**config.mk**
```make
export PLATFORM = sky130hd
export DESIGN_NAME = positional_ordered_list
export DESIGN_NICKNAME = d
export VERILOG_FILES = /design/src/rtl/core/pol_pkg.sv /design/src/rtl/core/positional_ordered_list.sv
export SDC_FILE = /design/constraint.sdc
export NUM_CORES = 2
export LEC_CHECK = 0
export BUFFER_PORTS_ARGS = -buffer_cell sky130_fd_sc_hd__buf_2
export CAP_MARGIN = 20
export CORE_MARGIN = 5
export CORE_UTILIZATION = 42
export CTS_BUF_LIST = sky130_fd_sc_hd__clkbuf_4 sky130_fd_sc_hd__clkbuf_8 sky130_fd_sc_hd__clkbuf_16
export DETAILED_ROUTE_END_ITERATION = 10
export SLEW_MARGIN = 15
export SYNTH_ARGS = -nofsm -noshare
export SYNTH_HDL_FRONTEND = slang
export SYNTH_SLANG_ARGS = --single-unit
```
**constraint.sdc**
```tcl
create_clock -name clk -period 9.72 [get_ports clk]
set_input_delay 0.972 -clock clk [delete_from_list [all_inputs] [get_ports clk]]
set_output_delay 0.972 -clock clk [all_outputs]
set_load 0.01 [all_outputs]
```
**src/rtl/core/pol_pkg.sv**
```systemverilog
// Package for the positional ordered list: request and status codes, field types.
// No dependencies; imported by positional_ordered_list and its checker.
`timescale 1ns / 1ps
`default_nettype none

package pol_pkg;

  typedef logic [2:0]        req_t;
  typedef logic [1:0]        status_t;
  typedef logic signed [31:0] value_t;
  typedef logic [7:0]        pos_t;

  localparam req_t REQ_INS_HEAD = 3'd0;
  localparam req_t REQ_INS_TAIL = 3'd1;
  localparam req_t REQ_INS_POS  = 3'd2;
  localparam req_t REQ_DEL_HEAD = 3'd3;
  localparam req_t REQ_DEL_TAIL = 3'd4;
  localparam req_t REQ_DEL_POS  = 3'd5;
  localparam req_t REQ_DISPLAY  = 3'd6;

  localparam status_t ST_OK     = 2'd0;
  localparam status_t ST_BADPOS = 2'd1;
  localparam status_t ST_FULL   = 2'd2;
  localparam status_t ST_EMPTY  = 2'd3;

endpackage

`default_nettype wire

```
**src/rtl/core/positional_ordered_list.sv**
```systemverilog
// Channel  | Ports                                         | Handshake
// request  | in_req_type, in_item_value, in_position       | start && !busy
// result   | out_entry_value, out_status, out_entry_count, | out_strobe, one cycle each
//          | out_last_of_run                               |
//
// Insert and delete requests may be issued back to back; each gives a single result,
// strobed once it has passed the input stage register and the result stage register.
// Display holds busy until its last entry has been read: the entries rotate past the head
// cell, which is the only read port, one entry per cycle.
// rst_n is synchronous; it empties the list and drops any display in flight.
// The receiver cannot stall; results are never held back.
//
// Ordered list kept as a register array, head at index 0. Depends on pol_pkg.
`timescale 1ns / 1ps
`default_nettype none

module positional_ordered_list
  import pol_pkg::*;
#(
  parameter int DEPTH = 16
) (
  input  wire                             clk,
  input  wire                             rst_n,
  input  wire                             start,
  output logic                            busy,
  input  wire  [2:0]                      in_req_type,
  input  wire  signed [31:0]              in_item_value,
  input  wire  [7:0]                      in_position,
  output logic                            out_strobe,
  output logic signed [31:0]              out_entry_value,
  output logic [1:0]                      out_status,
  output logic [$clog2(DEPTH+1)-1:0]      out_entry_count,
  output logic                            out_last_of_run
);

  localparam int CNT_W = $clog2(DEPTH + 1);
  localparam int CMP_W = (CNT_W + 1 > 9) ? CNT_W + 1 : 9;

  typedef logic [CNT_W-1:0] cnt_t;

  // input stage
  logic    vld_r;
  req_t    req_r;
  value_t  val_r;
  pos_t    pos_r;

  // list state
  value_t  entries_r   [DEPTH];
  value_t  entries_nxt [DEPTH];
  cnt_t    cnt_r, cnt_nxt;

  // display run
  logic    disp_busy_r, disp_busy_nxt;
  cnt_t    left_r, left_nxt;

  // result stage
  logic    res_vld;
  value_t  res_val;
  status_t res_st;
  logic    res_last;

  logic    out_strobe_r;
  value_t  out_val_r;
  status_t out_st_r;
  cnt_t    out_cnt_r;
  logic    out_last_r;

  logic    accept;
  logic    do_ins, do_del, do_rot;
  cnt_t    idx;
  logic [CMP_W-1:0] pos_ext, cnt_ext;

  assign busy   = disp_busy_r || (vld_r && (req_r == REQ_DISPLAY));
  assign accept = start && !busy;

  assign pos_ext = CMP_W'(pos_r);
  assign cnt_ext = CMP_W'(cnt_r);

  always_comb begin
    disp_busy_nxt = disp_busy_r;
    left_nxt      = left_r;
    cnt_nxt       = cnt_r;
    res_vld       = 1'b0;
    res_val       = '0;
    res_st        = ST_OK;
    res_last      = 1'b1;
    do_ins        = 1'b0;
    do_del        = 1'b0;
    do_rot        = 1'b0;
    idx           = '0;

    if (disp_busy_r) begin
      res_vld       = 1'b1;
      res_val       = entries_r[0];
      res_last      = (left_r == cnt_t'(1));
      do_rot        = 1'b1;
      left_nxt      = left_r - cnt_t'(1);
      disp_busy_nxt = (left_r != cnt_t'(1));
    end else if (vld_r) begin
      res_vld = 1'b1;
      case (req_r)
        REQ_INS_HEAD, REQ_INS_TAIL, REQ_INS_POS: begin
          if (cnt_r >= cnt_t'(DEPTH)) begin
            res_st = ST_FULL;
          end else if (req_r == REQ_INS_HEAD) begin
            do_ins = 1'b1;
            idx    = '0;
          end else if (req_r == REQ_INS_TAIL) begin
            do_ins = 1'b1;
            idx    = cnt_r;
          end else if (pos_ext == '0 || pos_ext > cnt_ext + CMP_W'(1)) begin
            res_st = ST_BADPOS;
          end else begin
            do_ins = 1'b1;
            idx    = CNT_W'(pos_ext - CMP_W'(1));
          end
          if (do_ins) cnt_nxt = cnt_r + cnt_t'(1);
        end
        REQ_DEL_HEAD, REQ_DEL_TAIL, REQ_DEL_POS: begin
          if (cnt_r == '0) begin
            res_st = ST_EMPTY;
          end else if (req_r == REQ_DEL_HEAD) begin
            do_del = 1'b1;
            idx    = '0;
          end else if (req_r == REQ_DEL_TAIL) begin
            do_del = 1'b1;
            idx    = cnt_r - cnt_t'(1);
          end else if (pos_ext == '0 || pos_ext > cnt_ext) begin
            res_st = ST_BADPOS;
          end else begin
            do_del = 1'b1;
            idx    = CNT_W'(pos_ext - CMP_W'(1));
          end
          if (do_del) cnt_nxt = cnt_r - cnt_t'(1);
        end
        REQ_DISPLAY: begin
          if (cnt_r == '0) begin
            res_st = ST_EMPTY;
          end else begin
            res_val       = entries_r[0];
            res_last      = (cnt_r == cnt_t'(1));
            do_rot        = 1'b1;
            left_nxt      = cnt_r - cnt_t'(1);
            disp_busy_nxt = (cnt_r > cnt_t'(1));
          end
        end
        default: begin
          res_st = ST_OK;
        end
      endcase
    end
  end

  // Per-cell next value: each cell picks from itself, a neighbor, the head cell or the new value.
  always_comb begin
    for (int i = 0; i < DEPTH; i++) begin
      entries_nxt[i] = entries_r[i];
    end
    if (do_ins) begin
      if (idx == '0) entries_nxt[0] = val_r;
      for (int i = 1; i < DEPTH; i++) begin
        if (cnt_t'(i) == idx)
          entries_nxt[i] = val_r;
        else if (cnt_t'(i) > idx)
          entries_nxt[i] = entries_r[i-1];
      end
    end else if (do_del) begin
      for (int i = 0; i < DEPTH - 1; i++) begin
        if (cnt_t'(i) >= idx) entries_nxt[i] = entries_r[i+1];
      end
    end else if (do_rot) begin
      // circular step over the live region: head goes to the tail slot
      for (int i = 0; i < DEPTH - 1; i++) begin
        if (cnt_t'(i) < cnt_r - cnt_t'(1)) entries_nxt[i] = entries_r[i+1];
      end
      for (int i = 0; i < DEPTH; i++) begin
        if (cnt_t'(i) == cnt_r - cnt_t'(1)) entries_nxt[i] = entries_r[0];
      end
    end
  end

  always_ff @(posedge clk) begin
    if (!rst_n) begin
      vld_r        <= 1'b0;
      cnt_r        <= '0;
      disp_busy_r  <= 1'b0;
      left_r       <= '0;
      out_strobe_r <= 1'b0;
    end else begin
      vld_r        <= accept;
      cnt_r        <= cnt_nxt;
      disp_busy_r  <= disp_busy_nxt;
      left_r       <= left_nxt;
      out_strobe_r <= res_vld;
    end
  end

  always_ff @(posedge clk) begin
    if (accept) begin
      req_r <= in_req_type;
      val_r <= in_item_value;
      pos_r <= in_position;
    end
    for (int i = 0; i < DEPTH; i++) begin
      entries_r[i] <= entries_nxt[i];
    end
    out_val_r  <= res_val;
    out_st_r   <= res_st;
    out_cnt_r  <= cnt_nxt;
    out_last_r <= res_last;
  end

  assign out_strobe      = out_strobe_r;
  assign out_entry_value = out_val_r;
  assign out_status      = out_st_r;
  assign out_entry_count = out_cnt_r;
  assign out_last_of_run = out_last_r;

endmodule

`default_nettype wire

```
==> impl_metrics.env <==
export IMPL_synth_cell_type_count=81
export IMPL_grt_pass1_wl_um=206900
export IMPL_power_switching_mw=1.511
export IMPL_use_met3_pct=7.199
export IMPL_die_y_um=301.7
export IMPL_synth_seq_cells=608
export IMPL_synth_flop_cell="edfxtp_1"
export IMPL_cts_setup_buffers=0
export IMPL_clk_latency_ps=640
export IMPL_syn_num_nets=3416
export IMPL_leakage_nw=12.71
export IMPL_grt_pass1_vias=30840
export IMPL_pin_count=88
export IMPL_root_buffer="clkbuf_16"
export IMPL_top_usage_layer="met2"
export IMPL_antenna_found_initial=1
export IMPL_maxCapViolCount=0
export IMPL_clock_power_share_pct=46.3
export IMPL_numCtsBuffers=73
export IMPL_comb_power_share_pct=6.4
export IMPL_register_area_um2=17730
export IMPL_finalSetupTns_ps=0
export IMPL_hold_violations=0
export IMPL_startpoint_type="register"
export IMPL_dp_cells=4266
export IMPL_hold_buffers=0
export IMPL_row_count=107
export IMPL_core_um2=84750
export IMPL_die_x_um=301.7
export IMPL_clock_skew_ps=28.79
export IMPL_worst_path_max_fanout=67
export IMPL_intPower_mw=4.829
export IMPL_first_iter_violations=4120
export IMPL_rsz0062_at_grt="false"
export IMPL_grt_overflow=0
export IMPL_async_reset_ff_share_pct=0
export IMPL_portBuffers=87
export IMPL_p_seq_share_pct=47.4
export IMPL_clockBufferDepth=3
export IMPL_detail_route_wl_per_cell_um=32.04
export IMPL_crit_arrival_ps=7490
export IMPL_post_dp_hpwl_um=73740
export IMPL_final_period_utilization_pct=73.31
export IMPL_fillCellCount=7654
export IMPL_min_path_type="in -> reg"
export IMPL_grt_max_degree=202
export IMPL_fmax_mhz=140.3
export IMPL_critPathKind="reg -> reg"
export IMPL_start_util_pct=42.16
export IMPL_worstMarginPinSlew_ps=1210
export IMPL_cts_resized=0
export IMPL_ys_warn_count=0
export IMPL_nets=3264
export IMPL_drc=0
export IMPL_routed_via_density=7.144
export IMPL_stdcell_count=4404
export IMPL_maxSlewViolCount=0
export IMPL_relSlewSlack_pct=19.34
export IMPL_drtAntennaViolNets=0
export IMPL_final_layout_size_suffix_gt1_share_pct=17.50
export IMPL_ys_seq_area_share_pct=49.61
export IMPL_syn_area_per_cell_um2=10.67
export IMPL_worstPathRequired_ps=10090
export IMPL_setup_viol=0
export IMPL_path_clk_slew_ps=60
export IMPL_dieArea_um2=91010
export IMPL_irDropWorstVdd_mv=0.1224
export IMPL_multi_input_area_um2=16820
export IMPL_cts_tree="yes"
export IMPL_pwr_density_cell_nw_per_um2=159.0
export IMPL_synth_cells=3349
export IMPL_grtUsageTotal_pct=29.75
export IMPL_htreeDepth=3
export IMPL_synth_edff_count=555
export IMPL_post_route_min_period_ps=7126
export IMPL_cp_end_kind="register"
export IMPL_outcome="complete, no violations"
export IMPL_clock_sinks=608
export IMPL_areaGrowthSynthToFinish_pct=11.64
export IMPL_first_pass_iters=6
export IMPL_gr_usage_met1_pct=39.73
export IMPL_syn_area_um2=35730
export IMPL_grt_use_met2_pct=45.94
export IMPL_gp_congestion=0.8584
export IMPL_power_switching_share_pct=23.84
export IMPL_via_count=31463
export IMPL_drt_wl_total_um=141100
[sequential cells by signal, indices dropped and copies added, names as in the netlist, 2 cells and up]
register	flops
out_entry_value	32
left_r	5
entries_r	512
out_entry_count	5
out_status	2
val_r	32
pos_r	8
cnt_r	5
req_r	3
[placed cells by master, fill, tap and decap left out, drive strengths merged, types with 5 or more instances in the layout]
cell	synthesis	final
a21boi	68	68
o21a	5	5
xnor2	9	9
clkbuf	300	101
a311oi	130	130
mux2i	103	103
inv	14	15
mux2	189	189
nor3	25	25
a21oi	164	164
a221oi	40	40
dfxtp	53	53
nor2b	100	100
o21ai	97	97
edfxtp	555	555
or4	5	5
bufinv	0	8
a221o	32	32
a22oi	33	33
and3	7	7
nand2	131	131
clkinv	2	26
buf	109	182
and2	74	74
nand3	16	16
nor2	290	290
ha	21	21
a211oi	637	637
a31oi	71	71
[worst max-delay path: stages, from the launching register on]
cell,delay [ps]
dfxtp_1,740
clkinv_1,440
ha_1,630
inv_1,160
ha_1,320
nor2b_1,150
o211ai_1,170
a211oi_1,180
nor4_2,630
o21ai_1,420
a211oi_4,320
buf_4,880
nand3_2,910
buf_4,560
mux2_2,320
[final timing paths]
kind / depth (start not counted) / start / end / slack (ps)
setup / recovery: 14 / cnt_r[0] / entries_r[0][99] / 2590
hold / removal: 1 / in_item_value[26] / val_r[26] / 510
setup reg to reg: 14 / cnt_r[0] / entries_r[0][99] / 2590
hold reg to reg: 1 / left_r[0] / left_r[0] / 520
[power by group through the flow]
stage	Sequential [mW]	Combinational, mW	Clock [mW]
floorplan	3.02	0.268	0
global placement	3.05	0.381	0
detailed placement	3.05	0.391	0
CTS	3.00	0.393	2.97
global route	3.01	0.429	3.07
finish	3.00	0.403	2.93
[stage by stage]
stage	hold WS [ps]	instance area [um2]	worst slack, ps	utilization [%]	total power, mW
2_1_floorplan	457.1	35730	652.1	-	3.287
3_3_place_gp	496.2	37230	2969	43.94	3.432
3_5_place_dp	497.8	37330	2778	44.05	3.446
4_1_cts	483.5	39880	2750	47.06	6.360
5_1_grt	499.1	39880	2360	47.06	6.511
6_report	507.9	39890	2594	47.07	6.341
[cell type report]
class | instances | area share (%)
timing repair buffer | 182 | 3.231
clock inverter | 35 | 1.048
clock buffer | 101 | 5.361
antenna | 2 | 0.01255
sequential | 608 | 44.44
multi-input combinational | 2316 | 42.17
inverter | 16 | 0.1506
tap | 1144 | 3.588
[layer usage]
metal	up-vias	wire length [um]
li1	12988	-
met1	15534	54690
met2	2440	61520
met3	501	17640
met4	0	7250
met5	-	0
[cell usage after synthesis (53+ instances only)]
| cell type | n | area share, % |
|---|---|---|
| a211oi_1 | 634 | 13 |
| a21boi_0 | 66 | 1.4 |
| a21oi_1 | 162 | 2.3 |
| a311oi_1 | 130 | 3.2 |
| a31oi_1 | 71 | 1.2 |
| and2_1 | 74 | 1.3 |
| buf_2 | 89 | 1.2 |
| clkbuf_1 | 300 | 3.2 |
| dfxtp_1 | 53 | 3.0 |
| edfxtp_1 | 555 | 47 |
| mux2_2 | 186 | 5.9 |
| mux2i_1 | 103 | 2.9 |
| nand2_1 | 131 | 1.4 |
| nor2_1 | 289 | 3.0 |
| nor2b_1 | 100 | 1.8 |
| o21ai_0 | 82 | 1.1 |
[cell families (layout without fill, tap and decap cells)]
group / count (synthesis) / after routing / share of synthesized area (%)
simple gates: 674 / 674 / 9.101
xor+xnor: 13 / 13 / 0.3187
other cells: 0 / 2 / 0
compound gates: 1316 / 1316 / 26.61
mux: 292 / 292 / 8.842
buf+inv: 425 / 334 / 4.787
fa+ha+maj: 21 / 21 / 0.7353
flops: 608 / 608 / 49.61
Note: power is estimated with default switching activity, not from simulation.
